[src/rtl/cgtr_pkg.sv]
// Shared types and constants for the channel-group tensor reorder block.
`timescale 1ns / 1ps
`default_nettype none
package cgtr_pkg;

  localparam int CAPACITY = 16384;
  localparam int ADDR_W   = $clog2(CAPACITY);
  localparam int CNT_W    = $clog2(CAPACITY + 1);
  localparam int DATA_W   = 32;

  localparam int W_W     = 8;
  localparam int H_W     = 8;
  localparam int C_W     = 11;
  localparam int L_W     = 7;
  localparam int CFG_W   = 11;
  localparam int CFG_IDX_W = 2;

  localparam int W_MAX = 128;
  localparam int H_MAX = 128;
  localparam int C_MAX = 1024;
  localparam int L_MAX = 64;

  localparam int LANE_W = 6;
  localparam int COL_W  = 7;
  localparam int GRP_W  = 10;
  localparam int ROW_W  = 7;

  localparam int WH_W    = 15;
  localparam int TOTAL_W = 25;

  localparam int DIV_STEPS  = C_W;
  localparam int CALC_CNT_W = $clog2(DIV_STEPS + 1);

  // Configuration register indexes
  localparam logic [CFG_IDX_W-1:0] REG_WIDTH    = 2'd0;
  localparam logic [CFG_IDX_W-1:0] REG_HEIGHT   = 2'd1;
  localparam logic [CFG_IDX_W-1:0] REG_CHANNELS = 2'd2;
  localparam logic [CFG_IDX_W-1:0] REG_LANES    = 2'd3;

  // Result status codes
  localparam logic [1:0] STAT_OK      = 2'd0;
  localparam logic [1:0] STAT_PENDING = 2'd1;
  localparam logic [1:0] STAT_EMPTY   = 2'd2;
  localparam logic [1:0] STAT_SIZE    = 2'd3;

  typedef enum logic [1:0] {
    ST_CALC,
    ST_IDLE,
    ST_READ
  } state_t;

  typedef struct packed {
    logic div_init;
    logic div_step;
    logic load;
    logic rd_issue;
    logic rd_err;
    logic rd_resp;
  } ctl_cmd_t;

  typedef struct packed {
    logic too_big;
    logic empty;
    logic not_loaded;
  } dp_status_t;

endpackage
`default_nettype wire

[src/rtl/cgtr_ctrl.sv]
// Controller state machine for the channel-group tensor reorder block.
`timescale 1ns / 1ps
`default_nettype none
module cgtr_ctrl (
  input  wire                 clk,
  input  wire                 rst,
  input  wire                 start,
  input  wire                 mode,
  input  wire                 cfg_we,
  input  cgtr_pkg::dp_status_t st,
  output cgtr_pkg::ctl_cmd_t  cmd,
  output logic                busy
);
  import cgtr_pkg::*;

  state_t                 state, state_next;
  logic [CALC_CNT_W-1:0]  calc_cnt, calc_cnt_next;
  logic                   read_ok;

  always_ff @(posedge clk) begin
    if (rst) begin
      state    <= ST_CALC;
      calc_cnt <= '0;
    end else begin
      state    <= state_next;
      calc_cnt <= calc_cnt_next;
    end
  end

  assign read_ok = !st.too_big && !st.empty && !st.not_loaded;

  always_comb begin
    state_next    = state;
    calc_cnt_next = calc_cnt;
    cmd           = '0;
    busy          = 1'b1;
    case (state)
      ST_CALC: begin
        // init divider, then one quotient bit per cycle
        if (calc_cnt == '0) begin
          cmd.div_init = 1'b1;
        end else begin
          cmd.div_step = 1'b1;
        end
        if (calc_cnt == CALC_CNT_W'(DIV_STEPS)) begin
          state_next    = ST_IDLE;
          calc_cnt_next = '0;
        end else begin
          calc_cnt_next = calc_cnt + CALC_CNT_W'(1);
        end
      end
      ST_IDLE: begin
        busy = 1'b0;
        if (start) begin
          if (!mode) begin
            cmd.load = 1'b1;
          end else if (read_ok) begin
            cmd.rd_issue = 1'b1;
            state_next   = ST_READ;
          end else begin
            cmd.rd_err = 1'b1;
          end
        end
      end
      ST_READ: begin
        cmd.rd_resp = 1'b1;
        state_next  = ST_IDLE;
      end
      default: begin
        state_next = ST_IDLE;
      end
    endcase
    // a register write restarts the derived-size computation
    if (cfg_we) begin
      state_next    = ST_CALC;
      calc_cnt_next = '0;
    end
  end

endmodule
`default_nettype wire

[config.mk]
export PLATFORM = sky130hd
export DESIGN_NAME = cgtr_ctrl
export DESIGN_NICKNAME = d
export VERILOG_FILES = /design/src/rtl/cgtr_pkg.sv /design/src/rtl/cgtr_ctrl.sv
export SDC_FILE = /design/constraint.sdc
export NUM_CORES = 1
export LEC_CHECK = 0
export ABC_CLOCK_PERIOD_IN_PS = 1800
export BUFFER_PORTS_ARGS = -buffer_cell sky130_fd_sc_hd__buf_2
export CAP_MARGIN = 5
export CELL_PAD_IN_SITES_DETAIL_PLACEMENT = 1
export CELL_PAD_IN_SITES_GLOBAL_PLACEMENT = 1
export CORE_AREA = 2 2 39 41
export CTS_CLUSTER_DIAMETER = 60
export DETAILED_ROUTE_END_ITERATION = 12
export DIE_AREA = 0 0 41 43
export PLACE_DENSITY_LB_ADDON = 0.1
export SYNTH_ARGS = -nofsm -noshare
export SYNTH_HDL_FRONTEND = slang
export SYNTH_SLANG_ARGS = --single-unit
[constraint.sdc]
create_clock -name clk -period 1.8 [get_ports clk]
set_input_delay 0.18 -clock clk [delete_from_list [all_inputs] [get_ports clk]]
set_output_delay 0.18 -clock clk [all_outputs]
set_load 0.03 [all_outputs]
After elaboration in Yosys (flattened, before gate mapping)
Index checks and enable logic that the tools add are counted.

Add/subtract/negate cells: 1. Equal/unequal tests: 7. Mux-type cells: 17. Reduce and logical (&&, ||, !) cells: 9.

Operator list (count): $mux 2 (6); $ne 2x2->1 const B (4); $mux 1 (7); $mux 3 (2); $add 4x1->4 const B (1); $eq 4x4->1 const B (1); $logic_not 4->1 (1); $mux 4 (1); $pmux 2 s2 (1); $reduce_and 4->1 (1); $logic_not 1->1 (3); $eq 2x1->1 const B (1); $eq 2x2->1 const B (1); $logic_and 1x1->1 (2); $logic_not 2->1 (1); $reduce_or 2->1 (1).

Bits in registers: 6. Bits of input ports: 8. Output and inout port bits: 7.

Longest topological paths before layout
Gate-level depths: netlist (run 1).

Depth after elaboration: 7. Gate-level depth with buffers: 4. Mapped depth without buffers: 4.

Worst setup path before layout (run 1)
Ideal clock, no wire load.

Kind: reg2out. Start point: reg state[0]. End point: out cmd[3] in the netlist's numbering. Arrival: 1.490 ns. Path slack: 0.130 ns. Stages on the path, launching flop included: 3. Path buffers: 0. Path through: dfxtp_1 or2b_1 nor3b_1.

RTL lines: from (decl) (RTL line cgtr_ctrl.sv:16) `state_t state, state_next;`; from (signal assigned) (RTL line cgtr_ctrl.sv:25) `state <= state_next;`; to (decl) (RTL line cgtr_ctrl.sv:11) `output cgtr_pkg::ctl_cmd_t cmd,`.

==> impl_metrics.env, run 1 <==
export IMPL_avgSynthCellArea_um2=7.94
export IMPL_rows=14
export IMPL_antenna_left=0
export IMPL_regToRegStartpoint="state[0]"
export IMPL_combinationalPowerShare=0.113
export IMPL_max_freq_mhz=689
export IMPL_ys_seq_area_frac=0.352
export IMPL_grt_pass1_vias=302
export IMPL_swShare=0.239
export IMPL_vias=339
export IMPL_cp_required_ns=1.62
export IMPL_clock_root_buffer="clkbuf_4"
export IMPL_dpl_worst_slack_ns=0.523
export IMPL_cp_end_kind="output port"
export IMPL_grtUsageTotal=0.103
export IMPL_grt_max_degree=8
export IMPL_tightest_slew_ns=0.315
export IMPL_fin_area_um2=450
export IMPL_p_sw_uw=70.9
export IMPL_worst_setup_path_type="register to output port"
export IMPL_synth_area_um2=342
export IMPL_path_clk_slew_ns=0.05
export IMPL_wl_um=763
export IMPL_overflow=0
export IMPL_ctsResizeCount=0
export IMPL_clock_latency_ns=0.25
export IMPL_setup_viol=0
export IMPL_post_cts_buffers=0
export IMPL_setup_ws_ns=0.349
export IMPL_fin_worst_skew_ns=0.00853
export IMPL_slew_violations=0
export IMPL_maxCapViolations=0
export IMPL_port_buffers=14
export IMPL_arrival_ns=1.27
export IMPL_period_share=0.806
export IMPL_clockPowerShare=0.420
export IMPL_yosys_warnings=0
export IMPL_slew_headroom=0.789
export IMPL_core_area_um2=1380
export IMPL_cts_hold_buf=0
export IMPL_die_area_um2=1760
export IMPL_antenna_found_initial=0
export IMPL_numCtsBuffers=3
export IMPL_cellLeakagePower_uw=0.000196
export IMPL_num_io_pins=15
export IMPL_initial_core_util=0.247
export IMPL_p_int_uw=225
export IMPL_rsz0062_at_grt="false"
export IMPL_p_seq_frac=0.467
export IMPL_drive_gt1_frac=0.339
export IMPL_drt_iter0_drc=3
export IMPL_die_height_um=43
export IMPL_tritoncts="done"
export IMPL_cp_endpoint="cmd[4]"
export IMPL_finalSetupTns_ns=0
export IMPL_cts_buffer_depth=2
export IMPL_syn_num_nets=53
export IMPL_synthCells=43
export IMPL_period_minus_slack_ns=1.45
export IMPL_area_growth_pct=31.9
export IMPL_status="finished clean"
export IMPL_cp_max_fo=5
export IMPL_clock_sinks=6
export IMPL_finish_utilization=0.325
export IMPL_dpl_hpwl_um=628
export IMPL_layoutNonFillerInstCount=75
export IMPL_startpoint="calc_cnt[0]"
export IMPL_rr_worst_depth=3
export IMPL_hold_viol=0
export IMPL_setup_worst_path_start_class="register"
export IMPL_min_path_type="input pin to register"
export IMPL_dpl_cell_area_um2=428
export IMPL_power_density_nw_per_um2=658
export IMPL_place_inst=72
export IMPL_htreeDepth=1
export IMPL_die_w_um=41
export IMPL_vdd_drop_max_uv=395
export IMPL_drc=0
export IMPL_wire_per_inst_um=10.2
export IMPL_grt_pass1_wl_um=1230
export IMPL_num_fill_cells=180
export IMPL_routed_via_density=4.52
export IMPL_layout_nets=71
export IMPL_gp_congestion=0.726
export IMPL_synth_cell_types=22
export IMPL_ys_ff_latch=6
export IMPL_antenna_cells_inserted=0
export IMPL_ff2ff_setup_slack_ns=0.52
export IMPL_r2r_end="calc_cnt[3]"
export IMPL_first_pass_iters=3
worst max-delay path, stage by stage (launching register included):
cell	delay [ns]
dfxtp_1	0.40
inv_1	0.08
ha_1	0.21
a21oi_1	0.13
buf_2	0.21
placed cells by master, fill, tap and decap left out:
cell      synthesis  layout
a21boi_0          1       1
a21o_1            2       2
a21oi_1           4       4
a31oi_1           1       1
and2b_2           1       1
and3_1            1       1
buf_2             0      14
clkbuf_4          0       3
dfxtp_1           6       6
ha_1              2       2
inv_1             3       3
nand2_1           3       3
nand3_1           1       1
nand4b_1          1       1
nor2_1            5       5
nor2b_1           1       1
nor3_1            3       3
nor3b_1           2       2
o31ai_1           1       1
or2_2             1       1
or2_4             1       1
or2b_1            1       1
or4_1             1       1
area by class of cell:
class | instances | area, um2 | area share
inverter | 3 | 11.3 | 0.0250
timing repair buffer | 14 | 70.1 | 0.156
clock buffer | 3 | 22.5 | 0.0500
multi-input combinational | 33 | 206 | 0.458
sequential | 6 | 120 | 0.267
tap | 16 | 20.0 | 0.0444
power by group through the flow:
stage	Sequential (uW)	Combinational, uW	Clock, uW
floorplan	140	20.7	0
global placement	141	34.0	0
detailed placement	141	33.7	0
CTS	138	33.9	128
global route	139	38.2	131
finish	138	33.4	124
cell families after synthesis:
group / synth area share
DFF: 0.352
adders and majority gates: 0.0732
and+or+nand+nor: 0.366
buffers and inverters: 0.0439
AOI/OAI and AO/OA: 0.165
layer usage:
| metal | global-route usage | part of all wire |
|---|---|---|
| met1 | 0.129 | 0.47 |
| met2 | 0.156 | 0.41 |
| met3 | 0.0314 | 0.10 |
| met4 | 0.0400 | 0.013 |
| met5 | 0 | 0 |
through the flow:
| stage | hold WS (ns) | power, uW |
|---|---|---|
| 2_1_floorplan | 0.465 | 161 |
| 3_3_place_gp | 0.502 | 175 |
| 3_5_place_dp | 0.499 | 174 |
| 4_1_cts | 0.289 | 300 |
| 5_1_grt | 0.314 | 308 |
| 6_report | 0.280 | 296 |
worst min-delay path by stage:
stage / end / slack, ns / startpoint / depth (start not counted)
2_1_floorplan: calc_cnt[3] / 0.47 / calc_cnt[3] / 2
3_3_place_gp: calc_cnt[3] / 0.50 / calc_cnt[3] / 2
3_5_place_dp: calc_cnt[3] / 0.50 / calc_cnt[3] / 2
4_1_cts: calc_cnt[2] / 0.29 / rst / 3
5_1_grt: calc_cnt[2] / 0.31 / cfg_we / 3
6_report: calc_cnt[2] / 0.28 / rst / 3
sequential cells by signal, summed over array words and instances (netlist names):
| name | flops |
|---|---|
| calc_cnt | 4 |
| state | 2 |
synthesized netlist by cell type, drive strengths merged:
master,n,area [um2]
dfxtp,6,120
nor2,5,18.8
a21oi,4,20.0
inv,3,11.3
nand2,3,11.3
nor3,3,15.0
a21o,2,15.0
ha,2,25.0
nor3b,2,15.0
or2,2,15.0
a21boi,1,7.51
a31oi,1,6.26
and2b,1,8.76
and3,1,6.26
clkbuf,1,3.75
nand3,1,5.00
nand4b,1,8.76
nor2b,1,6.26
o31ai,1,7.51
or2b,1,7.51
or4,1,7.51
Note: power is estimated with default switching activity, not from simulation.
==> run 2: changes to the inputs <==
--- a/config.mk
+++ b/config.mk
@@ -5,15 +5,15 @@
 export SDC_FILE = /design/constraint.sdc
 export NUM_CORES = 1
 export LEC_CHECK = 0
-export ABC_CLOCK_PERIOD_IN_PS = 1800
+export ABC_AREA = 1
+export ABC_CLOCK_PERIOD_IN_PS = 1300
 export BUFFER_PORTS_ARGS = -buffer_cell sky130_fd_sc_hd__buf_2
 export CAP_MARGIN = 5
 export CELL_PAD_IN_SITES_DETAIL_PLACEMENT = 1
 export CELL_PAD_IN_SITES_GLOBAL_PLACEMENT = 1
-export CORE_AREA = 2 2 39 41
+export CORE_UTILIZATION = 25
 export CTS_CLUSTER_DIAMETER = 60
 export DETAILED_ROUTE_END_ITERATION = 12
-export DIE_AREA = 0 0 41 43
 export PLACE_DENSITY_LB_ADDON = 0.1
 export SYNTH_ARGS = -nofsm -noshare
 export SYNTH_HDL_FRONTEND = slang
==> constraint.sdc (replaced) <==
create_clock -name clk -period 1.3 [get_ports clk]
set_input_delay 0.13 -clock clk [delete_from_list [all_inputs] [get_ports clk]]
set_output_delay 0.13 -clock clk [all_outputs]
set_load 0.03 [all_outputs]
==> run 2 against run 1 <==
Net effect: the run now ends with setup timing left; clock skew fell by 0.0065 ns; total power rose by 41%; final area rose by 28%; setup slack got worse by 0.35 ns; via count rose by 21%; sequential power rose by 38%; sequential cell count did not move; sequential share of layout area fell by 4.9 points; first-iteration DRC count rose by 100%; largest cell class unchanged.
==> impl_metrics.env, run 2 <==
export IMPL_grtUsageTotal=0.127
export IMPL_synth_edff_count=0
export IMPL_slew_headroom=0.874
export IMPL_power_density_nw_per_um2=727
export IMPL_overflow=0
export IMPL_routed_via_density=4.46
export IMPL_antenna_cells_inserted=0
export IMPL_min_path_type="input pin to register"
export IMPL_die_height_um=39.6
export IMPL_r2r_end="calc_cnt[3]"
export IMPL_drt_iter0_drc=6
export IMPL_core_area_um2=1300
export IMPL_synth_cell_types=16
export IMPL_top_regs="calc_cnt: 4 flops, state: 2 flops"
export IMPL_clock_sinks=6
export IMPL_rr_worst_depth=7
export IMPL_regToRegStartpoint="calc_cnt[0]"
export IMPL_synth_area_top_cells="dfxtp_1 (34%), nand2_1 (11%), nor2_1 (9.5%)"
export IMPL_seq_area_um2=125
export IMPL_cts_buffer_depth=2
export IMPL_area_growth_pct=62.5
export IMPL_netlist_top_cells_count="nand2_1 (10), nor2_1 (9), inv_1 (7), dfxtp_1 (6)"
export IMPL_yosysTopAreaCellShare=0.339
export IMPL_maxCapViolations=0
export IMPL_syn_num_nets=63
export IMPL_wl_um=911
export IMPL_cp_endpoint="cmd[1]"
export IMPL_dpl_hpwl_um=695
export IMPL_crit_family="flip-flops"
export IMPL_arrival_ns=1.18
export IMPL_hold_viol=0
export IMPL_grt_max_degree=8
export IMPL_clock_latency_ns=0.24
export IMPL_finalSetupTns_ns=-0.00528
export IMPL_cts_hold_buf=0
export IMPL_wl_met3_um=38
export IMPL_wirelength_met1_um=419
export IMPL_num_io_pins=15
export IMPL_setup_viol=1
export IMPL_die_area_um2=1570
export IMPL_avgSynthCellArea_um2=6.68
export IMPL_path_buf_inv=2
export IMPL_dpl_worst_slack_ns=0.171
export IMPL_synth_most_common_cell="nand2_1"
export IMPL_drc=0
export IMPL_layout_nets=89
export IMPL_synthCells=53
export IMPL_ys_flop_type="dfxtp_1"
export IMPL_dr_wl_met2_um=453
export IMPL_vias=410
export IMPL_startpoint="state[1]"
export IMPL_largest_reg_flops=4
export IMPL_top_layer="met3"
export IMPL_gp_congestion=0.620
export IMPL_yosys_warnings=0
export IMPL_port_buffers=14
export IMPL_grt_pass1_vias=334
export IMPL_path_clk_slew_ns=0.04
export IMPL_slowest_delay_ns=0.31
export IMPL_max_freq_mhz=766
export IMPL_yosys_area_top_type="dfxtp_1"
export IMPL_period_share=1.00
export IMPL_clock_root_buffer="clkbuf_4"
export IMPL_period_minus_slack_ns=1.31
export IMPL_ys_ff_latch=6
export IMPL_drive_gt1_frac=0.481
export IMPL_ys_seq_area_frac=0.339
export IMPL_async_flop_share=0
export IMPL_setup_worst_path_start_class="register"
export IMPL_grt_pass1_wl_um=1300
export IMPL_worst_setup_path_type="register to output port"
export IMPL_cp_depth=4
export IMPL_rows=13
export IMPL_max_flop_register="calc_cnt"
export IMPL_synth_area_um2=354
export IMPL_cp_end_kind="output port"
export IMPL_fin_worst_skew_ns=0.00203
export IMPL_antenna_left=0
export IMPL_status="finished, violations left"
export IMPL_wire_per_inst_um=9.90
export IMPL_die_w_um=39.6
export IMPL_violations="setup timing"
export IMPL_cp_required_ns=1.17
export IMPL_most_common_layout_cells="nand2_1 (10), buf_2 (10), nor2_1 (9), buf_4 (9), inv_1 (5)"
export IMPL_vdd_drop_max_uv=470
export IMPL_slew_violations=0
export IMPL_antenna_found_initial=0
export IMPL_setup_ws_ns=-0.00528
export IMPL_tightest_slew_ns=0.188
export IMPL_initial_core_util=0.272
export IMPL_cp_max_fo=4
export IMPL_cp_cell_sequence="inv_2, nand4_1, a21oi_1, buf_4"
export IMPL_rsz0062_at_grt="true"
export IMPL_tritoncts="done"
export IMPL_multiInputGateArea_um2=226
export IMPL_cellLeakagePower_uw=0.000282
export IMPL_ff2ff_setup_slack_ns=0.25
export IMPL_first_pass_iters=2
export IMPL_cp_slowest_cell="dfxtp_2"
export IMPL_numCtsBuffers=3
export IMPL_num_fill_cells=175
export IMPL_htreeDepth=1
run 2: changes by cell type after synthesis, moves of 2 or more:
cell and change:
nand2_1 +7, inv_1 +4, nor2_1 +4, nand3_1 +3, a21o_1 -2, inv_2 +2, nor3_1 -2, o21ai_0 +2
run 2: worst min-delay path by stage:
stage                start     endpoint  slack (ns)  depth (start not counted)
floorplan              rst  calc_cnt[3]        0.28                          3
CTS                    rst  calc_cnt[3]        0.16                          4
global route        cfg_we     state[0]        0.18                          4
global placement       rst  calc_cnt[3]        0.41                          4
finish                 rst     state[0]        0.16                          4
detailed placement     rst  calc_cnt[3]        0.42                          4
run 2: metrics by stage:
stage	cell area (um2)	hold slack [ns]	utilization	power, uW	cells
after floorplan	359	0.276	-	223	53
after global placement	448	0.411	0.344	245	82
after detailed placement	448	0.416	0.344	245	82
after CTS	507	0.161	0.389	421	86
after global routing	576	0.178	0.442	448	92
final	576	0.164	0.442	418	92
run 2: cell type report:
class / count / area share
clock buffer: 3 / 0.0391
multi-input combinational: 38 / 0.393
sequential: 6 / 0.217
tap: 15 / 0.0326
timing repair buffer: 21 / 0.259
inverter: 9 / 0.0587
run 2: layer usage:
layer | track usage | vias to the layer above
met5 | 0 | -
met4 | 0.0776 | 0
li1 | - | 217
met1 | 0.166 | 183
met3 | 0.0170 | 0
met2 | 0.193 | 10
run 2: worst register-to-register path, cell delays in order (launching register included):
cell and delay (ns):
dfxtp_2 0.31, buf_4 0.13, ha_1 0.21, nand2_1 0.09
nand2_1 0.05, nand2_1 0.07, nand2_1 0.05, nor2_1 0.08
run 2: power breakdown:
group,switching (uW),internal (uW)
logic,34.6,29.1
clock network,60.3,104
registers,1.95,188
total,96.9,321
run 2: kinds of logic (layout without fill, tap and decap cells):
| logic type | after synthesis | count (layout) | share of synthesized area |
|---|---|---|---|
| and+or+nand+nor | 29 | 29 | 0.392 |
| adders and majority gates | 2 | 2 | 0.0707 |
| buffers and inverters | 9 | 33 | 0.0954 |
| AOI/OAI and AO/OA | 7 | 7 | 0.102 |
| DFF | 6 | 6 | 0.339 |
run 2: repair_timing:
| item | in CTS | in global routing |
|---|---|---|
| endpoints found under the setup margin | 4 | 5 |
| pin swaps | 2 | 5 |
| gates resized for setup | 9 | 5 |
| setup buffers | 1 | 6 |
